**src/design/dense_matrix_multiply_macros.svh**
```systemverilog
// Assertion macros shared by the dense matrix multiply modules.
`ifndef DENSE_MATRIX_MULTIPLY_MACROS_SVH
`define DENSE_MATRIX_MULTIPLY_MACROS_SVH

// Checks a property on every rising clock edge outside of reset.
`define DMM_ASSERT(name, prop, msg) \
	name: assert property (@(posedge clk) disable iff (!arst_n) prop) \
		else $error(msg);

// Checks that a condition in one cycle is followed by an effect in the next.
`define DMM_ASSERT_NEXT(name, cause, effect, msg) \
	`DMM_ASSERT(name, (cause) |=> (effect), msg)

`endif

```
**src/design/dmm_ram.sv**
```systemverilog
// Generic single-port-write, single-port-read RAM with a registered read.
`timescale 1ns / 1ps
module dmm_ram #(
	parameter int WIDTH = 32,
	parameter int DEPTH = 64
) (
	input  logic                     clk,
	input  logic                     we,
	input  logic [$clog2(DEPTH)-1:0] waddr,
	input  logic [WIDTH-1:0]         wdata,
	input  logic                     re,
	input  logic [$clog2(DEPTH)-1:0] raddr,
	output logic [WIDTH-1:0]         rdata
);
	logic [WIDTH-1:0] mem [DEPTH];
	logic [WIDTH-1:0] rdata_q;

	always_ff @(posedge clk) begin
		if (we) begin
			mem[waddr] <= wdata;
		end
		if (re) begin
			rdata_q <= mem[raddr];
		end
	end

	assign rdata = rdata_q;
endmodule

```
**config.mk**
```make
export PLATFORM = sky130hd
export DESIGN_NAME = dmm_ram
export DESIGN_NICKNAME = d
export VERILOG_FILES = /design/src/design/dense_matrix_multiply_macros.svh /design/src/design/dmm_ram.sv
export SDC_FILE = /design/constraint.sdc
export NUM_CORES = 2
export LEC_CHECK = 0
export BUFFER_PORTS_ARGS = -buffer_cell sky130_fd_sc_hd__buf_2
export CORE_ASPECT_RATIO = 0.5
export CORE_MARGIN = 1
export CORE_UTILIZATION = 60
export CTS_BUF_LIST = sky130_fd_sc_hd__clkbuf_8
export CTS_CLUSTER_DIAMETER = 40
export DETAILED_ROUTE_END_ITERATION = 12
export PLACE_DENSITY = 0.73
export SETUP_SLACK_MARGIN = 0.3
export SYNTH_ARGS = -nofsm -noshare
export SYNTH_HDL_FRONTEND = slang
export SYNTH_SLANG_ARGS = --single-unit
```
**constraint.sdc**
```tcl
create_clock -name clk -period 6.4 [get_ports clk]
set_input_delay 0.64 -clock clk [delete_from_list [all_inputs] [get_ports clk]]
set_output_delay 0.64 -clock clk [all_outputs]
set_load 0.1 [all_outputs]
```
### Word level (Yosys, flattened, before mapping)

Memory sizes are Yosys's and may differ from the RTL's. A register that Yosys moved wholly into a read port is not among the register bits.
Cells that the tools add are included.

* multiplexer cells: 2

Operator list (number)
* 2-to-1 mux 1 bit: 2

* flip-flop bits (word level): 0
* memory bits (writable): 2048
* memories kept: 1

Memories
* mem: words 64, bits a word 32, read ports 1, clocked after memory_dff 1, write ports 1, line dmm_ram.sv:15 `logic [WIDTH-1:0] mem [DEPTH];`

### Depth between registers and ports, before layout

* word-level depth: 2
* gate-level depth with buffers: 10
* depth with buffers taken out: 5

### Worst setup path before layout

Ideal clock, no wire load.

* kind: input to register
* from: input port waddr[3]
* to: memory mem[48][0] (enable)
* arrival: 3.339 ns
* setup slack: 2.600 ns
* stages on the path: 4
* path buffers: 1
* cell sequence: clkbuf_1 > nor2b_1 > nand4b_1 > nor3_1

RTL lines
* start: declaration: line dmm_ram.sv:9 `input logic [$clog2(DEPTH)-1:0] waddr,`
* end: declaration: line dmm_ram.sv:15

Straight into the memory's write port.

==> flow_summary.yaml <==
routing:
  wirelength_mm: 202
  dr.pass1.iters: 7
  dr.first_iter.drc_count: 6547
  wl_per_cell_um: 36.1
  viasPerCell: 6.94
  antenna_left: 0
  vias: 38803
  route.detailed.drc: 0
finish:
  multi_input_area_um2: 16000
  drive_above_1_share: 0.298
  finalNetCount: 3685
  stdcell_area_um2: 87100
  seq_area_um2: 62500
  area_delta_synth_final_pct: 10.5
  nFillCells: 7814
placement:
  preCtsSetupSlack_ps: 2060
  dpl_cell_area_um2: 82100
  dp_hpwl_mm: 109
  numPortBuffers: 78
  place.gp.congestion: 0.865
floorplan:
  std_cell_rows: 93
  die_area_um2: 133000
  pin_count: 79
  fp.dieH_um: 258
  core_area_um2: 130000
  fp.dieW_um: 515
  initial_core_util: 0.609
flow_run:
  drv_cap: 0
critical_path:
  worstPathRequired_ps: 7220
  crit_chain: "buf_8, buf_12, buf_12, or3b_1, o221ai_1, a21oi_1, a21oi_1, nor2_1"
  cp.arrival_ps: 4300
  max_stage_delay_ps: 810
  cp_max_fo: 48
  crit_type: "input pin to register"
  worstSetupStartpointType: "input pin"
  setup.worst_path.end_class: "register"
  cp_slowest_cell: "a21oi_1"
synth:
  syn_inst: 3324
  synth_edf_count: 2080
  yosysWarnings: 0
  synthesis.area_um2: 78800
  ys_types: 33
  ys_async_sr_fraction: 0
  post-synth-top-count-cell: "edfxtp_1"
  synth_area_leaders: "edfxtp_1 79%, mux4_2 16%, mux2i_1 1.2%, o22ai_1 0.67%, nor2_1 0.65%"
  ys_ff_latch: 2080
  synth_fp_nets: 3371
  ys.flop_type: "edfxtp_1"
  seq_area_frac_synth: 0.792
  synth_top_area_frac: 0.792
  synth_area_leader_cell: "edfxtp_1"
  synth_commonest_cells: "2,080 x edfxtp_1, 544 x mux4_2, 137 x nor2_1"
  synth.avg_cell_area_um2: 23.7
clocking:
  cts_made_buffers: 295
  path_clk_slew_ps: 70
  postCtsSetupBuffers: 0
  cts_tree: "yes"
  cts-htree-levels: 5
  cts-root-buf: "clkbuf_8"
  cts_resized: 0
  clock_sinks: 2080
  clockBufferDepth: 4
  ctsHoldBuffers: 0
  clock_latency_ps: 1000
grt:
  grtUsageTotal: 0.311
  overflow: 0
  antenna_found_initial: 11
  grt_pass1_vias: 38358
  grt_max_degree: 77
  grt_pass1_wl_mm: 284
power_and_ir_drop:
  power.density_nw_per_um2: 299
  power_w: 0.0260
  vdd_ir_drop_max_uv: 206
  p_leak_nw: 27.3
sta:
  hold_viol_final: 0
  fin_crit_ps: 3480
  whs_ps: 325
  finalSetupTns_ps: 0
  fmax_ghz: 0.287
  rsz0062_at_grt: "false"
  setup_violations: 0
  finalMaxSlewViolations: 0
  final.setup_skew_ps: 40.1
  fin_ws_ps: 2920
  finalCritPeriodShare: 0.544
  slew_headroom: 0.0947
  tightest_slew_ps: 1360
run_status:
  outcome: "completed"
worst_hold_path:
  hold_class: "input pin to register"
-- sequential cells by signal (all words and copies together) (netlist names) --
register	flops
mem	2048
rdata	32
-- stage by stage --
stage / utilization / std cells
final: 0.672 / 5594
after global routing: 0.672 / 5591
after CTS: 0.672 / 5589
after detailed placement: 0.634 / 5098
after global placement: 0.634 / 5098
after floorplan: - / 3324
-- final timing paths --
kind                    from  cells past startpoint         end  slack (ps)
setup reg to reg  mem[15][1]                      4    rdata[1]        3920
setup / recovery    raddr[0]                      8   rdata[29]        2920
hold reg to reg   mem[12][4]                      4    rdata[4]         870
hold / removal      wdata[1]                      2  mem[44][1]         320
-- where the power goes --
group          leakage [nW]  switching (W)  internal (W)
registers              18.7      0.0000451        0.0151
logic                  5.66        0.00108      0.000490
clock network          2.89        0.00480       0.00449
-- layout make-up --
| cell class | count | share of cell area |
|---|---|---|
| Clock inverter | 188 | 0.00945 |
| Antenna cell | 5 | 0.000144 |
| Tap cell | 1757 | 0.0252 |
| Clock buffer | 303 | 0.0479 |
| Timing Repair Buffer | 199 | 0.0167 |
| Sequential cell | 2080 | 0.717 |
| Multi-Input combinational cell | 1062 | 0.183 |
-- cells by family after synthesis --
family	Yosys count	synth area share
buffers and inverters	182	0.0112
flip-flops	2080	0.792
AO/OA/AOI/OAI	202	0.0167
multiplexers	637	0.167
AND/OR/NAND/NOR	223	0.0126
-- placed cells by master, fill, tap and decap left out, types with 5 or more instances in the layout --
master	synthesis	layout
nand2b_1	8	8
diode_2	0	5
o221ai_1	27	27
buf_2	57	74
clkinv_2	0	19
buf_4	25	112
nor2_1	137	74
a22oi_1	12	12
clkbuf_8	0	303
inv_1	0	90
nand2_1	26	26
buf_12	0	10
mux4_2	544	544
nor2_4	0	62
a311oi_1	8	8
nor3_1	7	5
nand3b_1	5	5
clkinv_1	0	72
a21oi_1	62	62
o22ai_1	84	84
mux2i_1	93	93
edfxtp_1	2080	2080
nor2b_1	15	14
nand3_1	5	5
-- per-layer routing --
layer | GRT usage | up-vias | share of wire
met1 | 0.478 | 20461 | 0.38
met3 | 0.0937 | 356 | 0.15
met2 | 0.438 | 3023 | 0.44
met4 | 0.0898 | 8 | 0.026
li1 | - | 14955 | -
met5 | 0 | - | 0.00031
-- critical path: cells and delay by family --
kind | cells | cell delay (ps)
AOI/OAI and AO/OA | 3 | 1430
buffers and inverters | 3 | 1160
and+or+nand+nor | 2 | 760
No activity file was read; power rests on OpenSTA's default activity.
