File: config.mk
export PLATFORM = sky130hd
export DESIGN_NAME = dmm_mac_flat
export DESIGN_NICKNAME = d
export VERILOG_FILES = /design/src/design/dmm_pkg.sv /design/src/design/dmm_channels.sv /design/src/design/dmm_mac.sv /design/src/flat_wrapper.sv
export VERILOG_INCLUDE_DIRS = /design/src /design/src/design
export SDC_FILE = /design/constraint.sdc
export NUM_CORES = 2
export LEC_CHECK = 0
export BUFFER_PORTS_ARGS = -buffer_cell sky130_fd_sc_hd__buf_2
export CELL_PAD_IN_SITES_DETAIL_PLACEMENT = 2
export CELL_PAD_IN_SITES_GLOBAL_PLACEMENT = 2
export CORE_UTILIZATION = 47
export CTS_BUF_LIST = sky130_fd_sc_hd__clkbuf_8 sky130_fd_sc_hd__clkbuf_16
export DETAILED_ROUTE_END_ITERATION = 10
export PLACE_DENSITY = 0.92
export REMOVE_ABC_BUFFERS = 1
export SYNTH_ARGS = -nofsm -noshare
export SYNTH_HDL_FRONTEND = slang
export SYNTH_SLANG_ARGS = --single-unit
File: constraint.sdc
create_clock -name clk -period 9.8 [get_ports clk]
set_input_delay 0.49 -clock clk [delete_from_list [all_inputs] [get_ports clk]]
set_output_delay 0.49 -clock clk [all_outputs]
set_load 0.05 [all_outputs]
File: src/design/dense_matrix_multiply_macros.svh
// Assertion macros shared by the dense matrix multiply modules.
`ifndef DENSE_MATRIX_MULTIPLY_MACROS_SVH
`define DENSE_MATRIX_MULTIPLY_MACROS_SVH

// Checks a property on every rising clock edge outside of reset.
`define DMM_ASSERT(name, prop, msg) \
	name: assert property (@(posedge clk) disable iff (!arst_n) prop) \
		else $error(msg);

// Checks that a condition in one cycle is followed by an effect in the next.
`define DMM_ASSERT_NEXT(name, cause, effect, msg) \
	`DMM_ASSERT(name, (cause) |=> (effect), msg)

`endif

File: src/design/dmm_pkg.sv
// Package with widths, codes and shared types of the dense matrix multiply.
`timescale 1ns / 1ps
package dmm_pkg;
	localparam int TYPE_W      = 2;
	localparam int IDX_W       = 6;
	localparam int VAL_W       = 32;
	localparam int CFG_W       = 4;
	localparam int CFG_IDX_W   = 2;
	localparam int FRAC_W      = 16;
	localparam int MAX_DIM_DEF = 8;

	localparam logic [CFG_W-1:0] CFG_RESET = CFG_W'(8);

	typedef enum logic [TYPE_W-1:0] {
		REQ_LOAD_A  = 2'd0,
		REQ_LOAD_B  = 2'd1,
		REQ_COMPUTE = 2'd2,
		REQ_NONE    = 2'd3
	} req_type_t;

	typedef enum logic [CFG_IDX_W-1:0] {
		CFG_NUM_ROWS  = 2'd0,
		CFG_NUM_COLS  = 2'd1,
		CFG_INNER_LEN = 2'd2,
		CFG_UNUSED    = 2'd3
	} cfg_index_t;

	// Tags that travel with one read pair through the multiply-accumulate pipeline.
	typedef struct packed {
		logic             first;
		logic             lastk;
		logic             endp;
		logic [IDX_W-1:0] pos;
	} tag_t;

	// A size of zero acts as one and a size above the maximum acts as the maximum.
	function automatic logic [CFG_W-1:0] eff_dim(logic [CFG_W-1:0] r, logic [CFG_W-1:0] maxd);
		logic [CFG_W-1:0] d;
		d = r;
		if (r == '0) begin
			d = CFG_W'(1);
		end else if (r > maxd) begin
			d = maxd;
		end
		return d;
	endfunction
endpackage

File: src/design/dmm_channels.sv


interface dmm_rsp_if;
	logic                            valid;
	logic                            ready;
	logic signed [dmm_pkg::VAL_W-1:0] product_value;
	logic [dmm_pkg::IDX_W-1:0]       product_index;
	logic                            last;

	modport source(output valid, product_value, product_index, last, input ready);
	modport sink(input valid, product_value, product_index, last, output ready);
endinterface

File: src/design/dmm_mac.sv
// Multiply-accumulate pipeline with rounding, saturation and the result register.
`timescale 1ns / 1ps
`include "dense_matrix_multiply_macros.svh"
module dmm_mac #(
	parameter int MAX_DIM = dmm_pkg::MAX_DIM_DEF
) (
	input  logic                       clk,
	input  logic                       arst_n,
	input  logic                       v_s1,
	input  dmm_pkg::tag_t              tag_s1,
	input  logic [dmm_pkg::VAL_W-1:0]  a_rdata,
	input  logic [dmm_pkg::VAL_W-1:0]  b_rdata,
	output logic                       adv,
	dmm_rsp_if.source                  rsp
);
	localparam int PROD_W = 2 * dmm_pkg::VAL_W;
	localparam int ACC_W  = PROD_W + $clog2(MAX_DIM) + 1;
	localparam int TOP_L  = dmm_pkg::FRAC_W + dmm_pkg::VAL_W - 1;

	localparam logic [ACC_W-1:0] ROUND_HALF = ACC_W'(1) << (dmm_pkg::FRAC_W - 1);
	localparam logic [dmm_pkg::VAL_W-1:0] SAT_MAX = {1'b0, {(dmm_pkg::VAL_W-1){1'b1}}};
	localparam logic [dmm_pkg::VAL_W-1:0] SAT_MIN = {1'b1, {(dmm_pkg::VAL_W-1){1'b0}}};

	logic                        v_s2;
	dmm_pkg::tag_t               tag_s2;
	logic signed [PROD_W-1:0]    prod_s2;
	logic signed [ACC_W-1:0]     acc_q;
	logic                        done_s3;
	logic                        end_s3;
	logic [dmm_pkg::IDX_W-1:0]   pos_s3;
	logic                        out_valid_q;
	logic [dmm_pkg::VAL_W-1:0]   out_value_q;
	logic [dmm_pkg::IDX_W-1:0]   out_index_q;
	logic                        out_last_q;
	logic [ACC_W-TOP_L-1:0]      acc_top;
	logic                        fits;
	logic [dmm_pkg::VAL_W-1:0]   sat_value;

	assign adv = !out_valid_q || rsp.ready;

	assign acc_top   = acc_q[ACC_W-1:TOP_L];
	assign fits      = (&acc_top) || !(|acc_top);
	assign sat_value = fits ? acc_q[TOP_L:dmm_pkg::FRAC_W] : (acc_q[ACC_W-1] ? SAT_MIN : SAT_MAX);

	always_ff @(posedge clk or negedge arst_n) begin
		if (!arst_n) begin
			v_s2        <= 1'b0;
			done_s3     <= 1'b0;
			out_valid_q <= 1'b0;
		end else if (adv) begin
			v_s2        <= v_s1;
			done_s3     <= v_s2 && tag_s2.lastk;
			out_valid_q <= done_s3;
		end
	end

	always_ff @(posedge clk) begin
		if (adv) begin
			tag_s2  <= tag_s1;
			prod_s2 <= $signed(a_rdata) * $signed(b_rdata);
			if (v_s2) begin
				acc_q  <= (tag_s2.first ? $signed(ROUND_HALF) : acc_q) + ACC_W'(prod_s2);
				pos_s3 <= tag_s2.pos;
				end_s3 <= tag_s2.endp;
			end
			if (done_s3) begin
				out_value_q <= sat_value;
				out_index_q <= pos_s3;
				out_last_q  <= end_s3;
			end
		end
	end

	assign rsp.valid         = out_valid_q;
	assign rsp.product_value = out_value_q;
	assign rsp.product_index = out_index_q;
	assign rsp.last          = out_last_q;

	`DMM_ASSERT_NEXT(acc_held_on_stall, !adv, $stable(acc_q), "Accumulator moved during a stall")
	`DMM_ASSERT_NEXT(sum_completes, adv && v_s2 && tag_s2.lastk, done_s3, "Finished sum was not flagged")
	`DMM_ASSERT_NEXT(result_loaded, adv && done_s3, out_valid_q, "Finished sum did not reach the output")
endmodule

File: src/flat_wrapper.sv
// flat-port wrapper written by rule: the top's interface ports become plain ports
module dmm_mac_flat 
#(
	parameter int MAX_DIM = dmm_pkg::MAX_DIM_DEF
)
  (clk, arst_n, v_s1, tag_s1, a_rdata, b_rdata, adv, rsp_valid, rsp_product_value, rsp_product_index, rsp_last, rsp_ready);
  dmm_rsp_if rsp_i ();
  input  logic clk;
  input  logic arst_n;
  input  logic v_s1;
  input  dmm_pkg::tag_t tag_s1;
  input  logic [dmm_pkg::VAL_W-1:0] a_rdata;
  input  logic [dmm_pkg::VAL_W-1:0] b_rdata;
  output logic adv;
  output wire logic [$bits(rsp_i.valid)-1:0] rsp_valid;
  output wire logic [$bits(rsp_i.product_value)-1:0] rsp_product_value;
  output wire logic [$bits(rsp_i.product_index)-1:0] rsp_product_index;
  output wire logic [$bits(rsp_i.last)-1:0] rsp_last;
  input wire logic [$bits(rsp_i.ready)-1:0] rsp_ready;
  assign rsp_valid = rsp_i.valid;
  assign rsp_product_value = rsp_i.product_value;
  assign rsp_product_index = rsp_i.product_index;
  assign rsp_last = rsp_i.last;
  assign rsp_i.ready = rsp_ready;
  dmm_mac #(.MAX_DIM(MAX_DIM)) u_core (.clk(clk), .arst_n(arst_n), .v_s1(v_s1), .tag_s1(tag_s1), .a_rdata(a_rdata), .b_rdata(b_rdata), .adv(adv), .rsp(rsp_i));
endmodule
* Word-level counts from Yosys, hierarchy flattened
Index checks and enable logic that the tools add are counted.
** Storage, ports and cells
- Register bits :: 190
- Output and inout bits :: 41
- Memory bits (writable) :: 0
- Bits in read-only memories :: 0
- Input bits :: 77
- Latch bits :: 0
- Memories :: 0
** Operators by class
- Bitwise logic cells :: 0
- Multipliers :: 1
- Div/mod/pow operators :: 0
- Add/sub/neg operators :: 1
- $lt $le $gt $ge :: 0
- Muxes and demuxes :: 3
- Eq/ne operators :: 0
- Shifts and indexed selects :: 0
- Reduce and logical (&&, ||, !) cells :: 9
** Operators with widths (number)
- $add 68x64->68 :: 1
- $mux 68 :: 1
- $mul 32x32->64 :: 1
- $mux 32 :: 2
- $reduce_and 21->1 :: 1
- $reduce_or 21->1 :: 1
- $reduce_and 2->1 :: 2
- $logic_not 1->1 :: 2
- $logic_or 1x1->1 :: 2
- $logic_and 1x1->1 :: 1

* Logic depth before layout (Yosys ltp)
- Word-level depth :: 4
- Gate-level depth with buffers :: 29

* Worst setup path after synthesis
No wires, ideal clock.
- Path kind :: input to register
- Start :: input port a_rdata[31] (netlist bit)
- End :: register u_core.prod_s2[59] (data pin)
- Stages on the path :: 26
- Setup time :: 0.264 ns
- Slack :: 1.998 ns
- Arrival time :: 7.538 ns
- Path through :: clkbuf_1 -> nand2_1 -> inv_1 -> fa_1 -> inv_1 -> fa_1 -> inv_1 -> fa_1 -> fa_1 -> inv_1 -> fa_1 -> inv_1 -> fa_1 -> inv_1 -> fa_1 -> inv_1 -> fa_1 -> ha_1 -> a21o_1 -> or2_2 -> o211ai_1 -> nand2b_1 -> a31oi_2 -> o21ba_1 -> nor2_1 -> xor2_1
** Between the ends
- Cells in the longest elaborated chain, start to end :: 1
** Ends and longest elaborated chain
- from (decl) :: line flat_wrapper.sv:12 : input logic [dmm_pkg::VAL_W-1:0] a_rdata;
- $mul 32x32->64 :: line dmm_mac.sv:60 : prod_s2 <= $signed(a_rdata) * $signed(b_rdata);
- to (signal assigned) :: line dmm_mac.sv:60
- to (decl) :: line dmm_mac.sv:26 : logic signed [PROD_W-1:0] prod_s2;
Every way passes these cells.
A chain may end at the register's enable or synchronous reset.

* Worst setup path in the final report
- Start :: input port b_rdata[6] (netlist bit)
- End :: register u_core.prod_s2[62] (data pin)
** Between the ends
- Cells in the longest elaborated chain, start to end :: 1
** Ends and longest elaborated chain
- from (decl) :: line flat_wrapper.sv:13 : input logic [dmm_pkg::VAL_W-1:0] b_rdata;
- $mul 32x32->64 :: line dmm_mac.sv:60
Every way passes these cells.

==> metrics.md <==
| Metric | Value |
|---|---|
| Crit. End Element | flip-flop |
| Wire length per cell | 41.1 um |
| Worst EP arrival | 10.26 ns |
| Ys Warns | 0 |
| Final antenna-violating net count | 0 |
| Final worst slack | -0.229 ns |
| Skew final | 0.0275 ns |
| Port Buf Inserts | 117 |
| Final hold vios | 0 |
| Fill count | between 10000 and 15000 |
| Critical path required time | 10.03 ns |
| CTS buffer count | 17 |
| Multi-input gate area | 36100 um2 |
| Std-Cell Rows | 114 |
| Vert. Die Dim | around 320 um |
| Gpl congestion | between 0.8 and 0.9 |
| Crit Path Max Fanout | 32 |
| Area grow syn2layout | 5.07% |
| Syn Std Cell Area | 46300 um2 |
| Sequential share of the synthesized area | 12.3% |
| Violated checks | setup timing |
| Final std cell area, no fill | roughly 49000 um2 |
| Reg clk slew, reported paths | 0.09 ns |
| Total grt overflow | 0 |
| Hold depth | 1 |
| Detail Placement HPWL | 163000 um |
| Dpl cells | 5908 |
| Global-route wire length before repair | 353000 um |
| Cells after Synth | 4714 |
| Non-filler cells, final | 5955 |
| Rel. slew slack | between 10% and 20% |
| Synth top area share | 46.8% |
| Io pins | 118 |
| Minimum clock period | 10.03 ns |
| Register area | 5690 um2 |
| Initial antenna violation count | 24 |
| Share of cells above drive strength 1 | 4.95% |
| Worst skew pair latency | roughly 0.48 ns |
| Mapped Avg Cell Area | approximately 10 um2 |
| Area leader, netlist | fa_1 |
| Die footprint | roughly 100000 um2 |
| Core Area | ~100000 um2 |
| End-of-flow core utilization | 50.1% |
| R2R depth | 15 |
| Largest net degree at the start of global routing | between 70 and 80 |
| Post-synth EDFFs | 187 |
| Tot GR Track Use | 51.1% |
| Final Cycle Share | 102% |
| Least-Margin Pin Slew | 1.24 ns |
| Post-Place Cell Area | 47900 um2 |
| TritonRoute pass-1 iters | 6 |
| Hold Crit Class | in2reg |
| Slew Limit Fails | 0 |
| Min Hold Slack | 0.197 ns |
| Starting Density | approximately 48% |
| Synth async-reset ratio | 1.58% |
| Synth Register Bits | 190 |
| Bufs on Longest Clock Path | 2 |
| Vias per cell | 6.60 |
| Ys flop type | edfxtp_1 |
| CTS Sinks | 190 |
| Setup Fix Bufs, Post-CTS | 0 |
| Setup violators final | 8 |
| Max_cap viols | 0 |
| Routed wire length | 245000 um |
| Nets | 6063 |
| TritonCTS clock tree | built |
| Top cells by area, synth | fa_1, edfxtp_1, inv_1 |
| CP startpoint kind | input pin |
| Residual DRC count | 0 |
| Die width | 316 um |
| H-tree Lvls | 4 |
| Max Freq | ~0.10 GHz |
| Root Buffer Master | clkbuf_16 |
| RSZ-0062 raised after global routing | yes |
| Initial DRC count | 3945 |
| Outcome | finished with violations |
| CP Class | in2reg |
| Distinct cell type count after synthesis | 69 |
| DR vias | 39300 |
| Vias in the first global route | 46800 |
## synth_stat cells (5+ instances only)
cell type / count
o21bai_1: 19
nor2_1: 98
fa_1: 1083
a21oi_1: 129
nand2b_1: 25
clkbuf_1: 231
edfxtp_1: 187
inv_1: 993
o31a_1: 7
nor3_1: 18
ha_1: 251
o21ai_0: 69
and3_1: 14
a211oi_1: 6
o31ai_1: 6
xnor2_1: 86
nor2b_1: 81
xor2_1: 45
nand3_1: 28
a21o_1: 116
and2_1: 530
o211ai_1: 8
a21boi_0: 5
a31oi_1: 8
nand4_1: 30
o21a_1: 30
nand2_1: 536
nor4_1: 7
## worst max-delay path, stage by stage
cell	delay, ns
buf_2	0.65
nand2_1	0.62
fa_1	0.75
inv_1	0.20
fa_1	0.64
fa_1	0.56
inv_1	0.10
fa_1	0.56
inv_1	0.08
fa_1	0.52
fa_1	0.55
fa_1	0.93
fa_1	0.53
ha_1	0.48
a21o_1	0.23
a21o_1	0.19
a21oi_1	0.30
o21ai_0	0.18
a21oi_1	0.36
o31a_1	0.20
o21a_1	0.26
o211ai_1	0.17
a21oi_1	0.29
o21ai_0	0.17
xor2_1	0.17
## cell type report
cell class	count	area share, %
antenna	14	0.0720
tap	1276	3.28
timing repair buffer	151	1.85
clock buffer	18	0.903
multi-input combinational	3299	74.2
inverter	993	7.68
clock inverter	14	0.357
sequential	190	11.7
## stage by stage
| step | TNS (ns) | setup WS [ns] |
|---|---|---|
| global route | -0.0946 | -0.0716 |
| floorplan | 0 | 2.23 |
| CTS | 0 | 0.320 |
| finish | -0.801 | -0.229 |
| detailed placement | 0 | 0.0864 |
| global placement | 0 | 0.975 |
## path summary, 6_finish.rpt
kind / start / to / slack, ns
worst max-delay path: b_rdata[6] / u_core.prod_s2[62]$_DFFE_PN_ / -0.23
worst min-delay path: tag_s1[7] / u_core.tag_s2[7]$_DFFE_PN_ / 0.20
worst max register to register: u_core.tag_s2[8]$_DFFE_PN_ / u_core.acc_q[67]$_DFFE_PP_ / 4.41
worst min register to register: u_core.end_s3$_DFFE_PP_ / u_core.rsp.last$_DFFE_PP_ / 0.42
max in group asynchronous: arst_n / u_core.done_s3$_DFFE_PN0N_ / 9.35
min in group asynchronous: arst_n / u_core.v_s2$_DFFE_PN0N_ / 0.35
## what timing repair did
action	CTS	global route
endpoints found under the hold margin	3	0
setup endpoints to repair	0	27
gates resized for setup	0	44
hold buffers	1	0
## sequential cells by signal, summed over array words and instances, names as in the netlist
signal,cells
u_core.rsp.last,1
u_core.rsp.product_value,32
u_core.rsp.valid,1
u_core.acc_q,68
u_core.v_s2,1
u_core.end_s3,1
u_core.prod_s2,64
u_core.tag_s2,9
u_core.done_s3,1
u_core.pos_s3,6
u_core.rsp.product_index,6
## routing by layer
layer  track usage [%]  vias to the layer above  wire length (um)
met2              80.0                     3343            114000
met1              50.8                    20200             75400
met3              22.0                     1697             26900
met5              2.51                        -               121
li1                  -                    14000                 -
met4              47.7                       16             28900
## layout by cell type, fill, tap and decap left out, drive strengths merged, types with 4 or more instances in the layout
master | synthesis | layout
fa | 1083 | 1083
inv | 993 | 996
nand2 | 536 | 536
and2 | 530 | 530
ha | 251 | 251
edfxtp | 187 | 187
a21oi | 130 | 130
buf | 1 | 129
a21o | 116 | 116
nor2 | 98 | 98
xnor2 | 86 | 86
nor2b | 81 | 81
o21ai | 71 | 71
xor2 | 45 | 45
clkbuf | 231 | 39
nand4 | 30 | 30
o21a | 30 | 30
nand3 | 28 | 28
nand2b | 25 | 25
o21bai | 19 | 19
nor3 | 18 | 18
diode | 0 | 14
and3 | 14 | 14
a31oi | 10 | 10
o31ai | 9 | 9
o211ai | 8 | 8
o31a | 7 | 7
nor4 | 7 | 7
a211oi | 7 | 7
clkinvlp | 0 | 5
a21boi | 5 | 5
or2 | 4 | 4
and4 | 4 | 4
or3 | 4 | 4
a31o | 4 | 4
a221oi | 4 | 4
clkinv | 0 | 4
## logic make-up (layout without fill, tap and decap cells)
logic type                 count (synthesis)  in the layout  share of synthesized area (%)
adders and majority gates               1334           1334                           53.6
DFF                                      190            190                           12.3
buffers and inverters                   1225           1176                           9.93
muxes                                      2              2                         0.0459
other                                      0             14                              0
AOI/OAI and AO/OA                        450            450                           6.50
and+or+nand+nor                         1382           1382                           15.2
xor gates and xnor gates                 131            131                           2.48
Power is left out: the tool's default activity adds up to more than one toggle a clock period on the data nets, which glitch-free logic cannot reach.
