--- src/design/dense_matrix_multiply_macros.svh ---
// Assertion macros shared by the dense matrix multiply modules.
`ifndef DENSE_MATRIX_MULTIPLY_MACROS_SVH
`define DENSE_MATRIX_MULTIPLY_MACROS_SVH

// Checks a property on every rising clock edge outside of reset.
`define DMM_ASSERT(name, prop, msg) \
	name: assert property (@(posedge clk) disable iff (!arst_n) prop) \
		else $error(msg);

// Checks that a condition in one cycle is followed by an effect in the next.
`define DMM_ASSERT_NEXT(name, cause, effect, msg) \
	`DMM_ASSERT(name, (cause) |=> (effect), msg)

`endif

--- src/design/dmm_pkg.sv ---
// Package with widths, codes and shared types of the dense matrix multiply.
`timescale 1ns / 1ps
package dmm_pkg;
	localparam int TYPE_W      = 2;
	localparam int IDX_W       = 6;
	localparam int VAL_W       = 32;
	localparam int CFG_W       = 4;
	localparam int CFG_IDX_W   = 2;
	localparam int FRAC_W      = 16;
	localparam int MAX_DIM_DEF = 8;

	localparam logic [CFG_W-1:0] CFG_RESET = CFG_W'(8);

	typedef enum logic [TYPE_W-1:0] {
		REQ_LOAD_A  = 2'd0,
		REQ_LOAD_B  = 2'd1,
		REQ_COMPUTE = 2'd2,
		REQ_NONE    = 2'd3
	} req_type_t;

	typedef enum logic [CFG_IDX_W-1:0] {
		CFG_NUM_ROWS  = 2'd0,
		CFG_NUM_COLS  = 2'd1,
		CFG_INNER_LEN = 2'd2,
		CFG_UNUSED    = 2'd3
	} cfg_index_t;

	// Tags that travel with one read pair through the multiply-accumulate pipeline.
	typedef struct packed {
		logic             first;
		logic             lastk;
		logic             endp;
		logic [IDX_W-1:0] pos;
	} tag_t;

	// A size of zero acts as one and a size above the maximum acts as the maximum.
	function automatic logic [CFG_W-1:0] eff_dim(logic [CFG_W-1:0] r, logic [CFG_W-1:0] maxd);
		logic [CFG_W-1:0] d;
		d = r;
		if (r == '0) begin
			d = CFG_W'(1);
		end else if (r > maxd) begin
			d = maxd;
		end
		return d;
	endfunction
endpackage

--- src/design/dmm_seq.sv ---
// Sequencer that walks the row, column and inner counters and issues store reads.
`timescale 1ns / 1ps
`include "dense_matrix_multiply_macros.svh"
module dmm_seq #(
	parameter int MAX_DIM = dmm_pkg::MAX_DIM_DEF
) (
	input  logic                                   clk,
	input  logic                                   arst_n,
	input  logic                                   start,
	input  logic                                   adv,
	input  logic                                   done,
	input  logic [$clog2(MAX_DIM+1)-1:0]           rows,
	input  logic [$clog2(MAX_DIM+1)-1:0]           cols,
	input  logic [$clog2(MAX_DIM+1)-1:0]           inner,
	output logic                                   idle,
	output logic                                   re,
	output logic [$clog2(MAX_DIM*MAX_DIM)-1:0]     a_raddr,
	output logic [$clog2(MAX_DIM*MAX_DIM)-1:0]     b_raddr,
	output logic                                   v_s1,
	output dmm_pkg::tag_t                          tag_s1
);
	localparam int DEPTH = MAX_DIM * MAX_DIM;
	localparam int AW    = $clog2(DEPTH);
	localparam int CNT_W = $clog2(MAX_DIM);
	localparam int DIM_W = $clog2(MAX_DIM + 1);

	typedef enum logic [2:0] {
		ST_IDLE  = 3'b001,
		ST_RUN   = 3'b010,
		ST_DRAIN = 3'b100
	} state_t;

	state_t                   state_q;
	logic [CNT_W-1:0]         i_q, j_q, k_q;
	logic [AW-1:0]            a_base_q, a_addr_q, b_addr_q;
	logic [dmm_pkg::IDX_W-1:0] pos_q;
	logic                     k_last, j_last, i_last;

	assign k_last = (k_q == CNT_W'(inner - DIM_W'(1)));
	assign j_last = (j_q == CNT_W'(cols - DIM_W'(1)));
	assign i_last = (i_q == CNT_W'(rows - DIM_W'(1)));

	assign idle    = (state_q == ST_IDLE);
	assign re      = (state_q == ST_RUN) && adv;
	assign a_raddr = a_addr_q;
	assign b_raddr = b_addr_q;

	always_ff @(posedge clk or negedge arst_n) begin
		if (!arst_n) begin
			state_q  <= ST_IDLE;
			i_q      <= '0;
			j_q      <= '0;
			k_q      <= '0;
			a_base_q <= '0;
			a_addr_q <= '0;
			b_addr_q <= '0;
			pos_q    <= '0;
			v_s1     <= 1'b0;
		end else begin
			if (adv) begin
				v_s1 <= re;
			end
			case (state_q)
				ST_IDLE: begin
					if (start) begin
						state_q  <= ST_RUN;
						i_q      <= '0;
						j_q      <= '0;
						k_q      <= '0;
						a_base_q <= '0;
						a_addr_q <= '0;
						b_addr_q <= '0;
						pos_q    <= '0;
					end
				end
				ST_RUN: begin
					if (adv) begin
						if (k_last) begin
							k_q   <= '0;
							pos_q <= pos_q + dmm_pkg::IDX_W'(1);
							if (j_last) begin
								j_q      <= '0;
								b_addr_q <= '0;
								i_q      <= i_q + CNT_W'(1);
								a_base_q <= a_base_q + AW'(inner);
								a_addr_q <= a_base_q + AW'(inner);
								if (i_last) begin
									state_q <= ST_DRAIN;
								end
							end else begin
								j_q      <= j_q + CNT_W'(1);
								b_addr_q <= AW'(j_q) + AW'(1);
								a_addr_q <= a_base_q;
							end
						end else begin
							k_q      <= k_q + CNT_W'(1);
							a_addr_q <= a_addr_q + AW'(1);
							b_addr_q <= b_addr_q + AW'(cols);
						end
					end
				end
				ST_DRAIN: begin
					if (done) begin
						state_q <= ST_IDLE;
					end
				end
				default: begin
					state_q <= ST_IDLE;
				end
			endcase
		end
	end

	always_ff @(posedge clk) begin
		if (re) begin
			tag_s1.first <= (k_q == '0);
			tag_s1.lastk <= k_last;
			tag_s1.endp  <= k_last && j_last && i_last;
			tag_s1.pos   <= pos_q;
		end
	end

	`DMM_ASSERT(a_addr_in_range, re |-> ({1'b0, a_addr_q} < (AW+1)'(DEPTH)), "A address out of range")
	`DMM_ASSERT(b_addr_in_range, re |-> ({1'b0, b_addr_q} < (AW+1)'(DEPTH)), "B address out of range")
	`DMM_ASSERT(idle_no_flight, (state_q == ST_IDLE) |-> !v_s1, "Read in flight while idle")
	`DMM_ASSERT_NEXT(run_ends_in_drain, re && k_last && j_last && i_last, state_q == ST_DRAIN, "Sequencer missed the drain")
endmodule

--- config.mk ---
export PLATFORM = sky130hd
export DESIGN_NAME = dmm_seq
export DESIGN_NICKNAME = d
export VERILOG_FILES = /design/src/design/dmm_pkg.sv /design/src/design/dmm_seq.sv
export VERILOG_INCLUDE_DIRS = /design/src /design/src/design
export SDC_FILE = /design/constraint.sdc
export NUM_CORES = 1
export LEC_CHECK = 0
export BUFFER_PORTS_ARGS = -buffer_cell sky130_fd_sc_hd__buf_4
export CAP_MARGIN = 5
export CORE_UTILIZATION = 60
export CTS_CLUSTER_DIAMETER = 100
export DETAILED_ROUTE_END_ITERATION = 10
export GPL_ROUTABILITY_DRIVEN = 0
export GPL_TIMING_DRIVEN = 0
export PLACE_DENSITY = 0.83
export SLEW_MARGIN = 15
export SYNTH_ARGS = -nofsm -noshare
export SYNTH_HDL_FRONTEND = slang
export SYNTH_SLANG_ARGS = --single-unit
--- constraint.sdc ---
create_clock -name clk -period 4.1 [get_ports clk]
set_input_delay 0.82 -clock clk [delete_from_list [all_inputs] [get_ports clk]]
set_output_delay 0.82 -clock clk [all_outputs]
set_load 0.005 [all_outputs]
---- After elaboration in Yosys (flattened, before gate mapping) ----
Index checks and enable logic that the tools add are counted.
operators by class
  add/sub/neg operators ................... 11
  equality and inequality tests ........... 12
  mux-type cells .......................... 34
  reduce and logical (&&, ||, !) cells .... 9
operators by type and width
  kind                   count
  $mux W6                10
  $pmux W6 S2            4
  $mux W3                15
  $pmux W3 S2            3
  $add A6 B1 Y6 const B  2
  $add A6 B4 Y6          2
  $ne A2 B2 Y1 const B   6
  $add A3 B1 Y3 const B  3
  $eq A3 B3 Y1           3
  $pmux W3 S3            1
  $sub A3 B1 Y3 const B  3
  $reduce_and A6 Y1      1
  $reduce_and A5 Y1      1
  $add A3 B1 Y4 const B  1
  $mux W4                1
  $reduce_and A4 Y1      1
  $eq A3 B1 Y1 const B   1
  $eq A3 B2 Y1 const B   1
  $eq A3 B3 Y1 const B   1
  $logic_and A1 B1 Y1    3
  $logic_not A3 Y1       1
  $reduce_and A3 Y1      1
  $reduce_bool A2 Y1     1
storage, ports and cells
  register bits after elaboration ......... 46
  output and inout port bits .............. 24

---- Longest topological paths before layout ----
Gate-level depths: netlist (run 1).
  depth after elaboration ................. 7
  depth in mapped cells ................... 9

---- Worst setup path after synthesis (run 1) ----
Ideal clock, no wire load.
  path kind ............................... input to register
  from .................................... in cols[0]
  to ...................................... reg i_q[0]
  arrival time ............................ 2.232 ns
  path slack .............................. 1.743 ns
  stages on the path ...................... 7
  buffers on the path ..................... 0
  path through ............................ inv_1 ha_1 xnor3_1 nand3_2 nor3_4 nor2_2 mux2_2
on the way
  word-level cells in the longest chain between the ends .. 4
ends and longest elaborated chain
  element                      RTL line       text
  start: declaration           dmm_seq.sv:13  input logic [$clog2(MAX_DIM+1)-1:0] cols,
  $sub A3 B1 Y3                dmm_seq.sv:40  assign j_last = (j_q == CNT_W'(cols - DIM_W'(1)));
  $eq A3 B3 Y1                 dmm_seq.sv:40
  $ne A2 B2 Y1 (no line)       n/a
  $reduce_and A5 Y1 (no line)  n/a
  end signal: assignment       dmm_seq.sv:84  i_q <= i_q + CNT_W'(1);
  end: declaration             dmm_seq.sv:34  logic [CNT_W-1:0] i_q, j_q, k_q;
Every way passes these cells.
A chain may end at the register's enable or synchronous reset.

---- Worst setup path after layout (run 1) ----
  from .................................... reg state_q[2]
  to ...................................... out re
on the way
  word-level cells in the longest chain between the ends .. 2
ends and longest elaborated chain
  element                   RTL line       text
  start: declaration        dmm_seq.sv:33  state_t state_q;
  start signal: assignment  dmm_seq.sv:50  state_q <= ST_IDLE;
  start signal: assignment  dmm_seq.sv:66  state_q <= ST_RUN;
  start signal: assignment  dmm_seq.sv:88  state_q <= ST_DRAIN;
  $eq A3 B2 Y1              dmm_seq.sv:44  assign re = (state_q == ST_RUN) && adv;
  $logic_and A1 B1 Y1       dmm_seq.sv:44
  end: declaration          dmm_seq.sv:16  output logic re,
Every way passes these cells.

==> results of run 1 <==
==> power by group through the flow <==
stage	Sequential, mW	Combinational [mW]	Clock (mW)
global placement	0.621	0.539	0
CTS	0.618	0.565	0.297
detailed placement	0.627	0.560	0
floorplan	0.616	0.362	0
finish	0.619	0.566	0.295
global route	0.629	0.624	0.320
==> cell families (layout without fill, tap and decap cells) <==
| family | Yosys count | count (layout) | synth area share |
|---|---|---|---|
| and+or+nand+nor | 81 | 81 | 0.176 |
| AOI/OAI and AO/OA | 64 | 64 | 0.155 |
| DFF | 46 | 46 | 0.440 |
| xor gates and xnor gates | 22 | 22 | 0.0809 |
| buffers and inverters | 22 | 69 | 0.0395 |
| adders and majority gates | 19 | 19 | 0.0929 |
| muxes | 4 | 4 | 0.0156 |
==> cells in the mapped netlist (6+ instances only) <==
| master | n | area share |
|---|---|---|
| inv_1 | 12 | 0.017 |
| dfrtp_1 | 36 | 0.33 |
| ha_1 | 17 | 0.078 |
| xor2_1 | 15 | 0.048 |
| nand3_1 | 6 | 0.011 |
| o21ai_0 | 16 | 0.029 |
| a21o_1 | 6 | 0.017 |
| nand2_1 | 19 | 0.026 |
| edfxtp_1 | 9 | 0.099 |
| a21oi_1 | 11 | 0.020 |
| nor2_1 | 16 | 0.022 |
==> worst register-to-register path, delay by kind of cell, from the launching register on <==
family | cells | cell delay [ns]
flops | 1 | 0.36
buf+inv | 3 | 0.51
compound gates | 1 | 0.14
simple gates | 4 | 0.99
==> worst max path at each step <==
stage | start | slack (ns) | cells past startpoint | endpoint
floorplan | cols[0] | 1.74 | 7 | i_q[0]$_DFFE_PN0P_
global placement | cols[0] | 1.42 | 8 | i_q[0]$_DFFE_PN0P_
detailed placement | cols[0] | 1.33 | 8 | i_q[0]$_DFFE_PN0P_
CTS | state_q[2]$_DFFE_PN0P_ | 1.35 | 6 | re
global route | state_q[2]$_DFFE_PN0P_ | 1.23 | 6 | re
finish | state_q[2]$_DFFE_PN0P_ | 1.32 | 6 | re
==> layout make-up <==
type | instances | area [sq um] | area share
Multi-Input combinational cell | 190 | 1420 | 0.446
Sequential cell | 46 | 1200 | 0.377
Timing Repair Buffer | 39 | 293 | 0.0923
Clock buffer | 5 | 68.8 | 0.0217
Tap cell | 52 | 65.1 | 0.0205
Buffer | 8 | 55.1 | 0.0174
Inverter | 14 | 52.6 | 0.0166
Clock inverter | 3 | 25.0 | 0.00789
==> through the flow <==
step / std cells / setup WS [ns]
4_1_cts: 357 / 1.35
3_5_place_dp: 349 / 1.33
6_report: 357 / 1.32
3_3_place_gp: 349 / 1.42
2_1_floorplan: 258 / 1.74
5_1_grt: 357 / 1.23
==> registers in the layout, indices dropped and copies added, names as in the netlist, 6 cells and up <==
name      count
a_base_q      6
a_raddr       6
b_raddr       6
tag_s1        9
pos_q         6
==> cells in the final DEF (no fill, tap or decap), drive strengths merged, types with 8 or more instances in the layout <==
master / count
buf: 44
dfrtp: 36
nand2: 21
o21ai: 19
nor2: 18
ha: 17
xor2: 15
inv: 15
a21oi: 12
edfxtp: 9
nand3: 9
clkbuf: 8
==> metal layers <==
layer,wire (um),vias to the layer above
li1,-,1032
met2,2880,62
met3,320,10
met4,102,0
met1,2560,1052
met5,0,-
==> metrics.yaml, run 1 <==
global_route:
  grt_pass1_vias: 2087
  busiest_layer: "met2"
  met2_usage: 0.440
  grtUsageMet1: 0.344
  grt-ovfl-total: 0
  gr-usage-all-layers: 0.266
  grt_max_degree: 38
  grt_first_pass_wirelength_mm: 9.94
  use_met3: 0.0567
  antenna_found_initial: 0
worst_setup_path:
  end_kind: "primary output"
  crit_path_top_delay_cell: "nor3b_2"
  reg2regPathDepth: 8
  reg2reg_setup_slack_ns: 2.03
  cp_top_family: "buffers and inverters"
  path_buf_inv: 4
  cp.arrival_ns: 1.96
  start_kind: "register"
  crit_chain: "buf_2 -> nor3b_2 -> nand2_2 -> inv_2 -> buf_6 -> buf_4"
  max_stage_delay_ns: 0.37
  criticalPathCategory: "register to primary output"
  path_max_fanout: 19
  critPathRequiredTime_ns: 3.28
  r2r-start: "state_q[2]$_DFFE_PN0P_"
  r2r-end: "pos_q[4]$_DFFE_PN0P_"
pwr:
  p_leak_nw: 1.56
  power.switching_mw: 0.568
  swShare: 0.384
  p_comb_frac: 0.382
  power_mw: 1.48
  p_per_area_mw_per_mm2: 466
  p_seq_frac: 0.418
  internal-power_mw: 0.912
  ir_worst_vdd_mv: 0.287
  p_clk_frac: 0.199
synth:
  synthFlopType: "dfrtp_1"
  synth_edf_count: 9
  synth-seq-cells: 46
  yosysSeqAreaShare: 0.440
  avgSynthCellArea_sq_um: 10.5
  synth_warnings: 0
  synthCells: 258
  syn_nets: 294
  synth_area_sq_mm: 0.00272
  ys_types: 61
  synthArstFlopShare: 0.804
final_layout:
  n_antenna_cell: 0
  syn_to_final_growth_pct: 16.6
  final_core_util: 0.729
  fin_nets: 340
  n_fill_cell: 340
  postLayoutCellArea_sq_mm: 0.00317
  drive_gt1_frac: 0.233
route:
  via_per_inst: 6.04
  dr.pass1.iters: 4
  vias: 2156
  drtIter0Drc: 115
  antenna_left: 0
  remaining_drc_errors: 0
  wl_mm: 5.86
  avgRoutedWirePerCell_um: 16.4
floorplanning:
  io_pins: 41
  initial_utilization: 0.625
  die-area_sq_mm: 0.00481
  die_h_um: 69.3
  die_w_um: 69.3
  rows: 24
  core_sq_mm: 0.00435
clock_tree:
  clk_pin_slew_worst_paths_ns: 0.09
  ctsResizeCount: 0
  cts_setup_buffers: 0
  htreeDepth: 2
  clk_latency_ns: 0.31
  cts_root_buf: "clkbuf_8"
  cts_hold_buf: 0
  clock_path_buffers: 2
  cts_sinks: 46
  numCtsBuffers: 5
  cts_tree: "built"
worst_hold_path:
  hold_class: "input port to async pin"
placement:
  io_buffers: 39
  place_area_sq_mm: 0.00308
  dp_hpwl_mm: 4.28
sta:
  clock.fmax_mhz: 360
  fin_setup_tns_ns: 0
  slew_headroom: 0.581
  finalCritPeriodShare: 0.677
  setup_viol: 0
  finalHoldViolations: 0
  slew_viol_final: 0
  final.min_clock_period_ns: 2.78
  whs_ns: 0.455
  rsz0062_at_grt: "no"
  worstMarginPinSlew_ns: 0.628
  fin_worst_skew_ns: 0.00334
job:
  maxCapViolations: 0
outcome:
  status: "complete, no violations"
Note: power is estimated with default switching activity, not from simulation.
==> run 2: changes to the inputs <==
Settings changed: CORE_UTILIZATION 60 to 57, PLACE_DENSITY 0.83 to 0.8.
Clock period 4.1 ns to 2.8 ns, I/O delays scaled along.
==> run 2 against run 1 <==
Cell area unchanged. Via count down 4.0%. Power up 45%. Sequential share of layout area unchanged. Global-route usage down 3.3 points. Critical path type unchanged. Largest cell class unchanged. Highest routed layer unchanged.
==> metrics.yaml, run 2 (synthesis results as in run 1) <==
global_route:
  grt-ovfl-total: 0  # unchanged
  grt_first_pass_wirelength_mm: 9.17  # -7.8%
  antenna_found_initial: 0  # unchanged
  gr-usage-all-layers: 0.233  # -0.0327
  grt_pass1_vias: 1972  # -5.5%
  grt_max_degree: 38  # unchanged
sta:
  final.min_clock_period_ns: 2.51
  worstMarginPinSlew_ns: 0.616  # -0.0120 ns
  setup_viol: 0  # unchanged
  finalCritPeriodShare: 0.896
  slew_viol_final: 0  # unchanged
  fin_worst_skew_ns: 0.00716  # +0.00382 ns
  fin_setup_tns_ns: 0  # unchanged
  clock.fmax_mhz: 398
  slew_headroom: 0.589  # +0.00802
  rsz0062_at_grt: "no"
  finalHoldViolations: 0  # unchanged
clock_tree:
  clock_path_buffers: 2  # unchanged
  cts_setup_buffers: 0  # unchanged
  cts_sinks: 46  # unchanged
  cts_tree: "built"
  cts_root_buf: "clkbuf_8"
  cts_hold_buf: 0  # unchanged
  clk_pin_slew_worst_paths_ns: 0.10  # about the same
  numCtsBuffers: 5  # unchanged
  clk_latency_ns: 0.30  # about the same
  ctsResizeCount: 0  # unchanged
  htreeDepth: 2  # unchanged
route:
  drtIter0Drc: 143  # +24%
  vias: 2069  # -4.0%
  antenna_left: 0  # unchanged
  avgRoutedWirePerCell_um: 15.2  # -7.6%
  remaining_drc_errors: 0  # unchanged
  dr.pass1.iters: 6  # +2
  via_per_inst: 5.80  # -4.0%
  wl_mm: 5.41  # -7.6%
worst_setup_path:
  cp.arrival_ns: 1.95  # about the same
  critPathRequiredTime_ns: 2.24  # -1.04 ns
  crit_chain: "buf_2 -> nor3b_2 -> nand2_2 -> inv_2 -> buf_6 -> buf_4"
  max_stage_delay_ns: 0.37  # about the same
  start_kind: "register"
  criticalPathCategory: "register to primary output"
  reg2reg_setup_slack_ns: 0.74  # -1.29 ns
  r2r-end: "i_q[0]$_DFFE_PN0P_"
  path_max_fanout: 19  # unchanged
  reg2regPathDepth: 6  # -2
  r2r-start: "state_q[2]$_DFFE_PN0P_"
  crit_path_top_delay_cell: "dfrtp_1"
  end_kind: "primary output"
worst_hold_path:
  hold_class: "input port to async pin"
pwr:
  power_mw: 2.14  # +45%
  ir_worst_vdd_mv: 0.367  # +28%
  p_per_area_mw_per_mm2: 675  # +45%
  p_leak_nw: 1.56  # -0.22%
floorplanning:
  die_h_um: 71.1  # +2.5%
  rows: 24  # unchanged
  die-area_sq_mm: 0.00505  # +5.1%
  core_sq_mm: 0.00447  # +2.8%
  initial_utilization: 0.608  # -0.0168
  die_w_um: 71.1  # +2.5%
  io_pins: 41  # unchanged
job:
  maxCapViolations: 0  # unchanged
placement:
  io_buffers: 39  # unchanged
  dp_hpwl_mm: 3.98  # -6.9%
final_layout:
  syn_to_final_growth_pct: 16.6  # unchanged
  final_common_cell: "buf_4"
  layout_common_cells: "41 x buf_4, 36 x dfrtp_1, 19 x nand2_1, 17 x ha_1"
  largest_reg_flops: 9  # unchanged
  drive_gt1_frac: 0.233  # unchanged
  regMostFlops: "tag_s1"
  n_antenna_cell: 0  # unchanged
  fin_nets: 340  # unchanged
outcome:
  status: "complete, no violations"
run 2: cell counts in the layout (fill, tap and decap cells not counted):
Identical to the previous run, type by type.
run 2: stage by stage:
stage                     hold slack [ns]  utilization  setup slack (ns)  std cells  area (sq um)
after floorplan                     0.264            -             0.703        258          2720
after global placement              0.449        0.688             0.366        349          3080
after detailed placement            0.456        0.688             0.271        349          3080
after CTS                           0.225        0.709             0.270        357          3170
after global routing                0.250        0.709             0.125        357          3170
final                               0.200        0.709             0.290        357          3170
run 2: final cells by class:
type	instances	area (sq um)
Clock buffer	5	68.8
Buffer	8	55.1
Multi-Input combinational cell	190	1420
Fill cell	351	1300
Clock inverter	3	25.0
Tap cell	52	65.1
Sequential cell	46	1200
Inverter	14	52.6
Timing Repair Buffer	39	293
run 2: power by group:
group	switching [mW]	leakage [nW]	total, mW	internal [mW]
Sequential	0.0997	0.589	0.903	0.803
Clock	0.243	0.0447	0.423	0.180
Combinational	0.463	0.922	0.817	0.353
Total	0.806	1.56	2.14	1.34
run 2: worst max path at each step:
stage	startpoint	endpoint	slack, ns	cells past startpoint
after floorplan	cols[0]	i_q[0]$_DFFE_PN0P_	0.70	7
after global placement	cols[0]	i_q[0]$_DFFE_PN0P_	0.37	8
after detailed placement	cols[0]	i_q[0]$_DFFE_PN0P_	0.27	8
after CTS	state_q[2]$_DFFE_PN0P_	re	0.27	6
after global routing	state_q[2]$_DFFE_PN0P_	re	0.12	6
final	state_q[2]$_DFFE_PN0P_	re	0.29	6
run 2: critical path: cells and delay by family, from the launching register on:
kind	cells	cell delay (ns)
buf+inv	4	0.65
simple gates	2	0.62
flops	1	0.37
run 2: per-layer routing:
metal / vias to the layer above / global-route usage / part of all wire
met5: - / 0 / 0
met4: 0 / 0.0556 / 0.0092
met3: 8 / 0.0385 / 0.031
met2: 34 / 0.390 / 0.49
met1: 994 / 0.320 / 0.47
li1: 1033 / - / -
